--- src/rtl/core/dhss_pkg.sv ---
// Shared types and constants of the double-hash DNA word set.
// Used by the controller, the datapath and the top level.
package dhss_pkg;

    localparam int KEY_W     = 28;
    localparam int LETTERS_W = 24;
    localparam int LEN_W     = 4;
    localparam int IDX_W     = 4;
    localparam int MOD_W     = 2;

    localparam logic [LEN_W-1:0] MAX_LETTERS = 4'd12;
    localparam logic [MOD_W-1:0] MOD_LAST    = 2'd2;

    localparam logic CMD_INSERT = 1'b0;
    localparam logic CMD_FIND   = 1'b1;

    typedef enum logic [2:0] {
        ST_CLEAR,
        ST_IDLE,
        ST_KEY,
        ST_MOD,
        ST_PINIT,
        ST_READ,
        ST_CHECK,
        ST_FINISH
    } t_state;

    typedef struct packed {
        logic load;
        logic key_step;
        logic mod_step;
        logic probe_init;
        logic rd_en;
        logic check;
        logic advance;
        logic wr_en;
        logic clr_step;
        logic out_load;
    } t_dp_cmd;

    typedef struct packed {
        logic len_zero;
        logic key_last;
        logic mod_last;
        logic hit;
        logic empty;
        logic last_probe;
        logic clear_last;
        logic is_insert;
    } t_dp_sts;

endpackage

--- src/rtl/core/dhss_ctrl.sv ---
// Sequencer of the double-hash word set: clear sweep, key build, mod, probe walk.
// Depends on dhss_pkg; drives commands into dhss_dp.
module dhss_ctrl (
    input  logic             i_clk,
    input  logic             i_rst_n,
    input  logic             i_valid,
    output logic             o_stall,
    output logic             o_valid,
    input  logic             i_stall,
    input  dhss_pkg::t_dp_sts i_sts,
    output dhss_pkg::t_dp_cmd o_cmd
);
    import dhss_pkg::*;

    t_state  r_state;
    t_state  n_state;
    logic    r_valid;
    logic    n_valid;
    t_dp_cmd cmd;

    always_ff @(posedge i_clk) begin
        if (!i_rst_n) begin
            r_state <= ST_CLEAR;
            r_valid <= 1'b0;
        end else begin
            r_state <= n_state;
            r_valid <= n_valid;
        end
    end

    always_comb begin
        n_state = r_state;
        cmd     = '0;
        unique case (r_state)
            ST_CLEAR: begin
                cmd.clr_step = 1'b1;
                if (i_sts.clear_last) begin
                    n_state = ST_IDLE;
                end
            end
            ST_IDLE: begin
                if (i_valid) begin
                    cmd.load = 1'b1;
                    n_state  = ST_KEY;
                end
            end
            ST_KEY: begin
                if (i_sts.len_zero) begin
                    n_state = ST_FINISH;
                end else begin
                    cmd.key_step = 1'b1;
                    if (i_sts.key_last) begin
                        n_state = ST_MOD;
                    end
                end
            end
            ST_MOD: begin
                cmd.mod_step = 1'b1;
                if (i_sts.mod_last) begin
                    n_state = ST_PINIT;
                end
            end
            ST_PINIT: begin
                cmd.probe_init = 1'b1;
                n_state        = ST_READ;
            end
            ST_READ: begin
                cmd.rd_en = 1'b1;
                n_state   = ST_CHECK;
            end
            ST_CHECK: begin
                cmd.check = 1'b1;
                priority if (i_sts.hit) begin
                    n_state = ST_FINISH;
                end else if (i_sts.empty) begin
                    cmd.wr_en = i_sts.is_insert;
                    n_state   = ST_FINISH;
                end else if (i_sts.last_probe) begin
                    n_state = ST_FINISH;
                end else begin
                    cmd.advance = 1'b1;
                    n_state     = ST_READ;
                end
            end
            ST_FINISH: begin
                // hold until the output register is free
                if (!r_valid || !i_stall) begin
                    cmd.out_load = 1'b1;
                    n_state      = ST_IDLE;
                end
            end
        endcase
    end

    always_comb begin
        n_valid = r_valid;
        if (r_valid && !i_stall) begin
            n_valid = 1'b0;
        end
        if (cmd.out_load) begin
            n_valid = 1'b1;
        end
    end

    assign o_stall = (r_state != ST_IDLE);
    assign o_valid = r_valid;
    assign o_cmd   = cmd;

`ifndef SYNTHESIS
    a_check_after_read: assert property (@(posedge i_clk) disable iff (!i_rst_n)
        (r_state == ST_CHECK) |-> ($past(r_state) == ST_READ))
        else $error("probe check without a preceding read");
    a_write_in_check: assert property (@(posedge i_clk) disable iff (!i_rst_n)
        cmd.wr_en |-> (r_state == ST_CHECK && i_sts.empty && !i_sts.hit))
        else $error("table write outside an empty-slot check");
    a_load_sets_valid: assert property (@(posedge i_clk) disable iff (!i_rst_n)
        cmd.out_load |=> r_valid)
        else $error("result load did not raise valid");
`endif

endmodule

--- config.mk ---
export PLATFORM = sky130hd
export DESIGN_NAME = dhss_ctrl
export DESIGN_NICKNAME = d
export VERILOG_FILES = /design/src/rtl/core/dhss_pkg.sv /design/src/rtl/core/dhss_ctrl.sv
export SDC_FILE = /design/constraint.sdc
export NUM_CORES = 1
export LEC_CHECK = 0
export ABC_AREA = 1
export BUFFER_PORTS_ARGS = -buffer_cell sky130_fd_sc_hd__buf_4
export CORE_AREA = 2 2 39 41
export DETAILED_ROUTE_END_ITERATION = 10
export DIE_AREA = 0 0 41 43
export GPL_ROUTABILITY_DRIVEN = 1
export GPL_TIMING_DRIVEN = 0
export MAX_ROUTING_LAYER = met4
export PLACE_DENSITY = 0.64
export SLEW_MARGIN = 30
export SYNTH_ARGS = -nofsm -noshare
export SYNTH_HDL_FRONTEND = slang
export SYNTH_SLANG_ARGS = --single-unit
--- constraint.sdc ---
create_clock -name i_clk -period 1.6 [get_ports i_clk]
set_input_delay 0 -clock i_clk [delete_from_list [all_inputs] [get_ports i_clk]]
set_output_delay 0 -clock i_clk [all_outputs]
set_load 0.005 [all_outputs]
# == Word level (Yosys, flattened, before mapping) ==
# Cells that the tools add are included.
# word_totals
reg_bits,4
in_bits,12
# classes
n_eq_ne,13
n_mux,27
n_reduce_logical,7
# ops
op,count
$pmux 3 s8,1
$mux 3,7
$mux 1,15
$eq 3x3->1 const B,4
$mux 2,4
$ne 2x2->1 const B,4
$eq 3x2->1 const B,2
$reduce_and 5->1,1
$eq 3x1->1 const B,1
$logic_not 3->1,1
$ne 3x1->1 const B,1
$ne 3x3->1 const B,1
$logic_not 1->1,2
$reduce_bool 2->1,1
$logic_and 1x1->1,1
$logic_or 1x1->1,1

# == Depth between registers and ports, before layout ==
# Gate-level depths: netlist (run 1).
# depth
ltp_word,5
depth_mapped,8
depth_no_buf,8

# == Least setup slack after synthesis (run 1) ==
# OpenSTA, ideal clock, no wires.
# synth_timing
path_kind,reg2reg
startpoint,register r_state[2]
endpoint,register r_state[1]
arrival_time_ps,980
t_required_ps,1491
path_slack_ps,512
path_stages_with_launch,8
path_buffers,0
path_cell_list,dfxtp_1 -> inv_2 -> nand3_1 -> nand3_1 -> nor2_1 -> nand2_1 -> nand2_1 -> inv_1
# synth_via
elab_chain_len,3
# synth_rtl
item,line,text
from (decl),dhss_ctrl.sv:15,t_state r_state;
from (signal assigned),dhss_ctrl.sv:26,r_state <= n_state;
$eq 3x2->1 (tied with other cells),dhss_ctrl.sv:34,unique case (r_state)
$ne 3x3->1 (no source line) or $ne 2x2->1 (tied branches),n/a,
$reduce_and 5->1 (no source line),n/a,
# Several ways; a longest one is shown, not always the timed one.
# A chain may end at the register's enable or synchronous reset.

==> results.md, run 1 <==
* Congestion Overflow GR at 0
* Post-layout util at 40.87%
* First-pass GRT wire length at 1366 um
* Detail Route Antenna Nets at 0
* Initial Utilization at 25.32%
* # rows at 14
* Total CTS buffers at 3
* CP cell instances: inv_2, nor2_1, inv_1, nor2_1, buf_4, buf_4
* Synth area leaders: dfxtp_1 23%, nor2_1 20%, inv_1 15%
* Vias at 465
* DR pass1 iterations at 4
* CP Launch Type: flip-flop
* Max_cap viols at 0
* Post-DP Area at 543.0 um^2
* Syn avg cell area at 5.152 um^2
* Die width at 41 um
* Synthesized Nets at 80
* Final Cell Area at 565.5 um^2
* Clock H-tree levels at 1
* Final setup fails at 0
* Die Height at 43 um
* WP buf/inv at 4
* Worst Hold Class: in -> reg
* Antenna diodes at 0
* Critical path's top delay family: flip-flops
* Synth area leader: dfxtp_1
* Min Tclk post-route at 1.352 ns
* Crit path kind: reg -> out
* Vias per cell at 4.227
* Cells after DPL at 107
* Post-route setup TNS at 0 ns
* R2R Setup Slk at 0.31 ns
* Clk pin slew, worst setup/hold paths at 0.04 ns
* Nets at 108
* RSZ-0062 raised after global routing: no
* Total Routed Length at 968 um
* Initial antenna violation count at 0
* Crit-path max FO at 10
* Max Fclk at 0.7399 GHz
* Num Clock Sinks at 4
* Core area at 1384 um^2
* Vias in the first global route at 416
* Worst Tran Pin Value at 0.2758 ns
* Relative slew slack at 81.59%
* GRT Total Usage at 12.13%
* GP Congestion at 0.7509
* Largest net degree at the start of global routing at 11
* Commonest non-fill, non-tap cell in the layout: buf_4
* Sequential area share after synthesis at 22.86%
* DR iter-0 viols at 2
* Gate Count Post-Synth at 68
* Final Hold Fails at 0
* Leak Pwr at 0.3422 nW
* Run status: finished clean
* CTS tree: built
* PortBufs at 23
* Synthesized area at 350.3 um^2
* Number of synthesized register bits at 4
* Power per cell area at 1387 nW/um^2
* Dpl hpwl at 799 um
* CTS max path bufs at 2
* Arr. time, crit path at 1.35 ns
* Synth top area share at 22.86%
* Die area at 1763 um^2
* Peak VDD IR at 546.7 uV
* DR WL/cell at 8.800 um
* Final non-filler cell total at 110
* Clk_lat worst skew at 0.23 ns
* Worst path slowest cell: dfxtp_1
* Hold_buf cts at 0
* Synth unique cells at 11
* Tcrit/Tclk final at 84.47%
* CP max stage delay at 0.47 ns
* Area grow syn2layout at 61.43%
* Layout cell share with drive strength beyond 1 at 29.79%
* Drt drc at 0
* CP endpoint kind: output pin
* Crit path required time at 1.60 ns
* Clk_skew at 0.002152 ns
* Clk root buf: clkbuf_4
* Slew Limit Fails at 0
* Commonest non-fill, non-tap cells in the layout: 24 x buf_4, 19 x nor2_1, 14 x inv_1
* Synthesis Warnings at 0
* Post-CTS setup buffer count at 0
* Post-cts sizing count at 0
* Ports at 24
==> flip-flops by register name, summed over array words and instances, names as in the netlist <==
name,flops
r_state,3
o_valid,1
==> cell families (layout without fill, tap and decap cells) <==
group | Yosys count | in the layout | share of synthesized area [%]
XOR/XNOR | 1 | 1 | 2.500
AO/OA/AOI/OAI | 3 | 3 | 4.284
flip-flops | 4 | 4 | 22.86
buffers and inverters | 16 | 42 | 18.21
AND/OR/NAND/NOR | 44 | 44 | 52.14
==> synthesized netlist by cell type <==
cell	instances
a21oi_1	3
buf_4	1
dfxtp_1	4
inv_1	14
inv_2	1
nand2_1	12
nand3_1	7
nand4_1	1
nor2_1	19
nor3_1	5
xor2_1	1
==> area by class of cell <==
cell class / instances / area (um^2)
multi-input combinational: 48 / 206.4
fill: 155 / 818.3
sequential: 4 / 80.08
tap: 16 / 20.02
timing repair buffer: 23 / 172.7
clock buffer: 3 / 22.52
buffer: 1 / 7.507
inverter: 15 / 56.30
==> metal layers <==
metal	up-vias	GRT usage (%)	part of all wire [%]
li1	257	-	-
met1	186	9.936	40
met2	20	20.63	48
met3	2	1.571	11
met4	0	12.00	1.4
met5	-	-	0
==> worst min-delay path, cell delays in order <==
cell	delay (ns)
buf_4	0.09
nand2_1	0.05
nor2_1	0.07
==> final timing paths <==
path / from / end / cells after the start
worst max-delay path: r_state[2] / o_cmd[0] / 6
worst min-delay path: i_rst_n / r_state[0] / 3
worst max register to register: r_state[2] / r_state[1] / 7
worst min register to register: o_valid / o_valid / 2
==> stage by stage <==
step	hold WS, ns	setup WS [ns]	total power [mW]
6_report	0.02509	0.2484	0.7844
3_5_place_dp	0.2539	0.3062	0.6680
3_3_place_gp	0.2406	0.3176	0.6657
2_1_floorplan	0.03420	0.5116	0.4799
5_1_grt	0.03816	0.1334	0.8699
4_1_cts	0.01276	0.2402	0.8010
==> power breakdown <==
part	leakage [nW]	switching, mW	total (mW)	internal (mW)
Combinational	0.295	0.254	0.466	0.212
Clock	0.0138	0.0385	0.122	0.0837
Sequential	0.0330	0.0587	0.196	0.137
Note: power is estimated with default switching activity, not from simulation.
==> inputs of run 2 (changes only) <==
- PLACE_DENSITY: 0.64 -> 0.66
- clock period: 1.6 -> 1.18 ns (I/O delays scaled with it)
==> run 2 against run 1 <==
  * Utilization rose by 6.5 points
  * Non-clock buffer count rose by 1
  * Critical path depth rose by 2
  * Register-to-register slack got worse by 0.22 ns
  * Critical endpoint is now r_state[1]
==> results.md, run 2 (same netlist as run 1, synthesis figures left out) <==
* Run status: finished clean
* Slew Limit Fails at 0 (unchanged)
* Worst Hold Class: in -> reg
* Commonest non-fill, non-tap cells in the layout: 24 x buf_4, 13 x nor2_1, 10 x nand2_1, 10 x inv_1, 6 x nand3_1
* CTS max path bufs at 2 (unchanged)
* Post-layout util at 47.38% (+6.5 points)
* Power per cell area at 1992 nW/um^2 (+44%)
* Total CTS buffers at 3 (unchanged)
* Crit path required time at 1.30 ns (-0.30 ns)
* Max FFs per register at 3 (unchanged)
* Crit path kind: reg -> reg
* DR pass1 iterations at 4 (unchanged)
* DR WL/cell at 9.324 um (+6.0%)
* Crit-path max FO at 6 (-4)
* Ports at 24 (unchanged)
* CP Launch Type: flip-flop
* Congestion Overflow GR at 0 (unchanged)
* Drt drc at 0 (unchanged)
* Clk root buf: clkbuf_4
* Final non-filler cell total at 111 (+0.91%)
* DR iter-0 viols at 2 (unchanged)
* Peak VDD IR at 1116 uV (+100%)
* Relative slew slack at 87.34% (+5.8 points)
* Num Clock Sinks at 4 (unchanged)
* Tcrit/Tclk final at 92.47%
* Die Height at 43 um (unchanged)
* Initial antenna violation count at 0 (unchanged)
* Vias in the first global route at 420 (+0.96%)
* Clk_lat worst skew at 0.23 ns (about the same)
* Worst Tran Pin Value at 0.1884 ns (-0.08734 ns)
* Layout cell share with drive strength beyond 1 at 49.47% (+20 points)
* Detail Route Antenna Nets at 0 (unchanged)
* Die area at 1763 um^2 (unchanged)
* CTS tree: built
* Clock H-tree levels at 1 (unchanged)
* Clk_skew at 0.0007230 ns (-0.001429 ns)
* GP Congestion at 0.7504 (about the same)
* Final worst-path setup slack at 0.08882 ns (-0.1596 ns)
* Clk pin slew, worst setup/hold paths at 0.03 ns (about the same)
* Core area at 1384 um^2 (unchanged)
* First-pass GRT wire length at 1428 um (+4.5%)
* Total Routed Length at 1035 um (+6.9%)
* Final setup fails at 0 (unchanged)
* Commonest non-fill, non-tap cell in the layout: buf_4
* PortBufs at 23 (unchanged)
* Min Tclk post-route at 1.091 ns
* Vias at 477 (+2.6%)
* Largest Register: r_state
* Max_cap viols at 0 (unchanged)
* Die width at 41 um (unchanged)
* RSZ-0062 raised after global routing: yes
* Cells after DPL at 107 (unchanged)
* Hold Slack at 0.01338 ns (-0.01171 ns)
* Max Fclk at 0.9164 GHz
* Largest net degree at the start of global routing at 11 (unchanged)
* Total power at 1.306 mW (+67%)
* # rows at 14 (unchanged)
* Initial Utilization at 25.32% (unchanged)
* Dpl hpwl at 784.5 um (-1.8%)
* GRT Total Usage at 12.13% (unchanged)
* Vias per cell at 4.297 (+1.7%)
* Final Hold Fails at 0 (unchanged)
* Nets at 109 (+0.93%)
* Area grow syn2layout at 87.14%
* Placement Setup Slack at -0.1199 ns (-0.4261 ns)
* CP endpoint kind: flip-flop
* Antenna diodes at 0 (unchanged)
* Arr. time, crit path at 1.21 ns (-0.14 ns)
* Leak Pwr at 0.3622 nW (+5.8%)
* Hold_buf cts at 0 (unchanged)
[run 2: cell types whose count changed in the layout (fill, tap and decap cells not counted), sizes merged]
cell  delta
buf      +1
[run 2: layer usage]
| layer | vias to the layer above | global-route usage [%] | wire length (um) |
|---|---|---|---|
| met5 | - | - | 0 |
| met4 | 0 | 10.00 | 5 |
| met3 | 2 | 1.571 | 89 |
| met2 | 16 | 19.38 | 555 |
| met1 | 194 | 12.18 | 385 |
| li1 | 265 | - | - |
[run 2: final timing paths]
check | start | endpoint | slack [ns] | cells past startpoint
worst max-delay path | r_state[2] | r_state[1] | 0.09 | 8
worst min-delay path | i_rst_n | r_state[2] | 0.01 | 3
worst max register to register | r_state[2] | r_state[1] | 0.09 | 8
worst min register to register | o_valid | o_valid | 0.48 | 2
[run 2: cell type report]
class	count	area, um^2
fillers	149	728.2
multi-input cells	48	266.5
repair buffers	25	191.4
flip-flops and latches	4	91.34
inverters	15	63.81
clock buffers	3	22.52
well taps	16	20.02
[run 2: critical path, stage by stage, from the launching register on]
cell and delay (ns):
dfxtp_4 0.39, buf_6 0.12, nor2_4 0.04, nand2_1 0.06, nand2_2 0.07, nor2_2 0.15, nand2_1 0.06, nand2_1 0.05
inv_1 0.04
[run 2: power breakdown]
group | switching, mW | internal [mW]
clock | 0.0485 | 0.113
combinational | 0.428 | 0.360
sequential | 0.139 | 0.217
[run 2: timing repair]
item	in CTS	in global routing
setup endpoints to repair	10	8
buffers inserted	0	2
pin swaps	1	4
resized for setup	12	18
endpoints found under the hold margin	0	0
[run 2: stage by stage]
| stage | TNS (ns) | cell area (um^2) |
|---|---|---|
| floorplan | 0 | 350.3 |
| global placement | -0.2829 | 543.0 |
| detailed placement | -0.2714 | 543.0 |
| CTS | 0 | 589.3 |
| global route | -0.02913 | 655.6 |
| finish | 0 | 655.6 |
==> inputs of run 3 (changes only) <==
- clock period: 1.18 -> 0.9 ns (I/O delays scaled with it)
==> run 3 against run 2 <==
  * The flow now finishes with violations (negative setup slack)
  * Routed wire length increased by 13%
  * Count of clock-buffer cells in the layout increased by 1
  * Utilization increased by 8.0 points
  * Global-route usage increased by 3.8 points
  * Final area increased by 17%
  * Sequential power increased by 16%
  * Highest routed layer is now met3
==> results.md, run 3 (same netlist as run 1, synthesis figures left out) <==
* Crit path required time at 1.07 ns (-0.23 ns)
* Crit path kind: reg -> reg
* Antenna diodes at 0 (unchanged)
* Clk root buf: clkbuf_4
* Dpl hpwl at 820.5 um (+4.6%)
* Clk_lat worst skew at 0.24 ns (about the same)
* Total power at 2.079 mW (+59%)
* Peak VDD IR at 1812 uV (+62%)
* Die width at 41 um (unchanged)
* R2R Setup Slk at -0.20 ns (-0.29 ns)
* # rows at 14 (unchanged)
* Power per cell area at 2716 nW/um^2 (+36%)
* GP Congestion at 0.7777 (+3.6%)
* Failing checks: negative setup slack
* DR iter-0 viols at 13 (+11)
* Max_cap viols at 0 (unchanged)
* Setup crit start: r_state[0]
* Final Cell Area at 765.7 um^2 (+17%)
* Nets at 114 (+4.6%)
* R2R cell count at 8 (unchanged)
* Clk_skew at 0.001519 ns (+0.0007960 ns)
* Congestion Overflow GR at 0 (unchanged)
* Worst Tran Pin Value at 0.1967 ns (+0.008264 ns)
* PortBufs at 23 (unchanged)
* Clk pin slew, worst setup/hold paths at 0.04 ns (about the same)
* Initial Utilization at 25.32% (unchanged)
* Vias in the first global route at 450 (+7.1%)
* Commonest non-fill, non-tap cells in the layout: 25 x buf_4, 10 x inv_1, 9 x nand2_1, 9 x nor2_1
* Core area at 1384 um^2 (unchanged)
* RSZ-0062 raised after global routing: yes
* Ports at 24 (unchanged)
* Final Hold Fails at 0 (unchanged)
* Crit-path max FO at 5 (-1)
* Max Fclk at 0.9056 GHz (-1.2%)
* Global Route met3 Usage at 7.853% (+6.3 points)
* GRT Total Usage at 15.95% (+3.8 points)
* Relative slew slack at 86.84% (-0.50 points)
* Hold Slack at 0.06542 ns (+0.05204 ns)
* Vias per cell at 4.410 (+2.6%)
* Met1 usage at 17.68% (+5.5 points)
* CTS tree: built
* Detail Route Antenna Nets at 0 (unchanged)
* Drt drc at 0 (unchanged)
* Final non-filler cell total at 117 (+5.4%)
* Die area at 1763 um^2 (unchanged)
* Layout cell share with drive strength beyond 1 at 60.40% (+11 points)
* Worst r2r src: r_state[0]
* Max FFs per register at 3 (unchanged)
* Post-DP Area at 609.3 um^2 (+12%)
* Total CTS buffers at 3 (unchanged)
* Tcrit/Tclk final at 122.7% (+30 points)
* Final setup fails at 15 (+15)
* CP Launch Type: flip-flop
* Num Clock Sinks at 4 (unchanged)
* Run status: complete, but fails checks
* Cells after DPL at 107 (unchanged)
* Commonest non-fill, non-tap cell in the layout: buf_4
* Vias at 516 (+8.2%)
* CTS max path bufs at 2 (unchanged)
* Largest Register: r_state
* Placement Setup Slack at -0.2044 ns (-0.08450 ns)
* Layout fillers at 121 (-19%)
* Arr. time, crit path at 1.28 ns (+0.07 ns)
* Leak Pwr at 0.4018 nW (+11%)
* Largest net degree at the start of global routing at 11 (unchanged)
* Clock H-tree levels at 1 (unchanged)
* Most Crowded Layer GR: met2
* DR WL/cell at 10.00 um (+7.2%)
* Total Routed Length at 1170 um (+13%)
* Final worst-path setup slack at -0.2043 ns (-0.2931 ns)
* First-pass GRT wire length at 1814 um (+27%)
* RR Endpoint: r_state[0]
* Initial antenna violation count at 0 (unchanged)
* Slew Limit Fails at 0 (unchanged)
* Worst setup endpoint: r_state[0]
* Worst Hold Class: in -> reg
* Area grow syn2layout at 118.6%
* DR pass1 iterations at 4 (unchanged)
* Die Height at 43 um (unchanged)
* Min Tclk post-route at 1.104 ns (+0.01312 ns)
* Routing usage on met2 at 23.75% (+4.4 points)
* CP endpoint kind: flip-flop
## run 3: cell types whose count changed in the layout (fill, tap and decap cells not counted), sizes merged
cell         delta
buf             +4
clkbuf          +1
dlygate4sd3     +1
## run 3: through the flow
stage | util, % | setup TNS, ns
after detailed placement | 44.03 | -0.6639
after CTS | 52.26 | -2.345
after floorplan | - | -0.2707
after global placement | 44.03 | -0.6008
final | 55.33 | -2.237
after global routing | 55.33 | -3.312
## run 3: layer usage
metal  share of wire (%)  routed length, um  vias up
met5                   0                  0        -
met4                   0                  0        0
met3                 6.5                 76        0
met2                  51                597       15
met1                  42                497      229
li1                    -                  -      272
## run 3: where the power goes
| part | switching, mW | total [mW] | internal (mW) |
|---|---|---|---|
| logic | 0.748 | 1.41 | 0.663 |
| registers | 0.131 | 0.413 | 0.283 |
| clock network | 0.0879 | 0.255 | 0.167 |
| total | 0.966 | 2.08 | 1.11 |
## run 3: how the worst min path moves through the flow
stage          cells after the start    endpoint  slack [ns]  startpoint
6_report                           3     o_valid        0.07     i_stall
5_1_grt                            3     o_valid         0.1     i_stall
3_5_place_dp                       3  r_state[2]        0.26     i_rst_n
2_1_floorplan                      1    o_cmd[8]        0.03    i_sts[7]
4_1_cts                            3     o_valid        0.04     i_stall
3_3_place_gp                       3  r_state[2]        0.25     i_rst_n
## run 3: layout make-up
cell class	instances	area, um^2	area share, %
well taps	16	20.02	2.614
flip-flops and latches	4	91.34	11.93
inverters	15	63.81	8.333
multi-input cells	48	321.6	41.99
repair buffers	30	242.7	31.70
clock buffers	4	26.28	3.431
## run 3: worst max-delay path, cell delays in order, from the launching register on
cell,delay (ns)
dfxtp_4,0.39
inv_2,0.08
nor2_4,0.14
nand3_2,0.11
inv_1,0.08
nor2_2,0.05
nand3_1,0.05
nand2_1,0.06
nor2_1,0.09
## run 3: what timing repair did
item | 4_1_cts | 5_1_grt
endpoints found under the hold margin | 1 | 0
resized for setup | 13 | 9
setup buffers | 5 | 1
setup endpoints to repair | 14 | 14
pin swaps | 10 | 4
hold buffers | 1 | 0
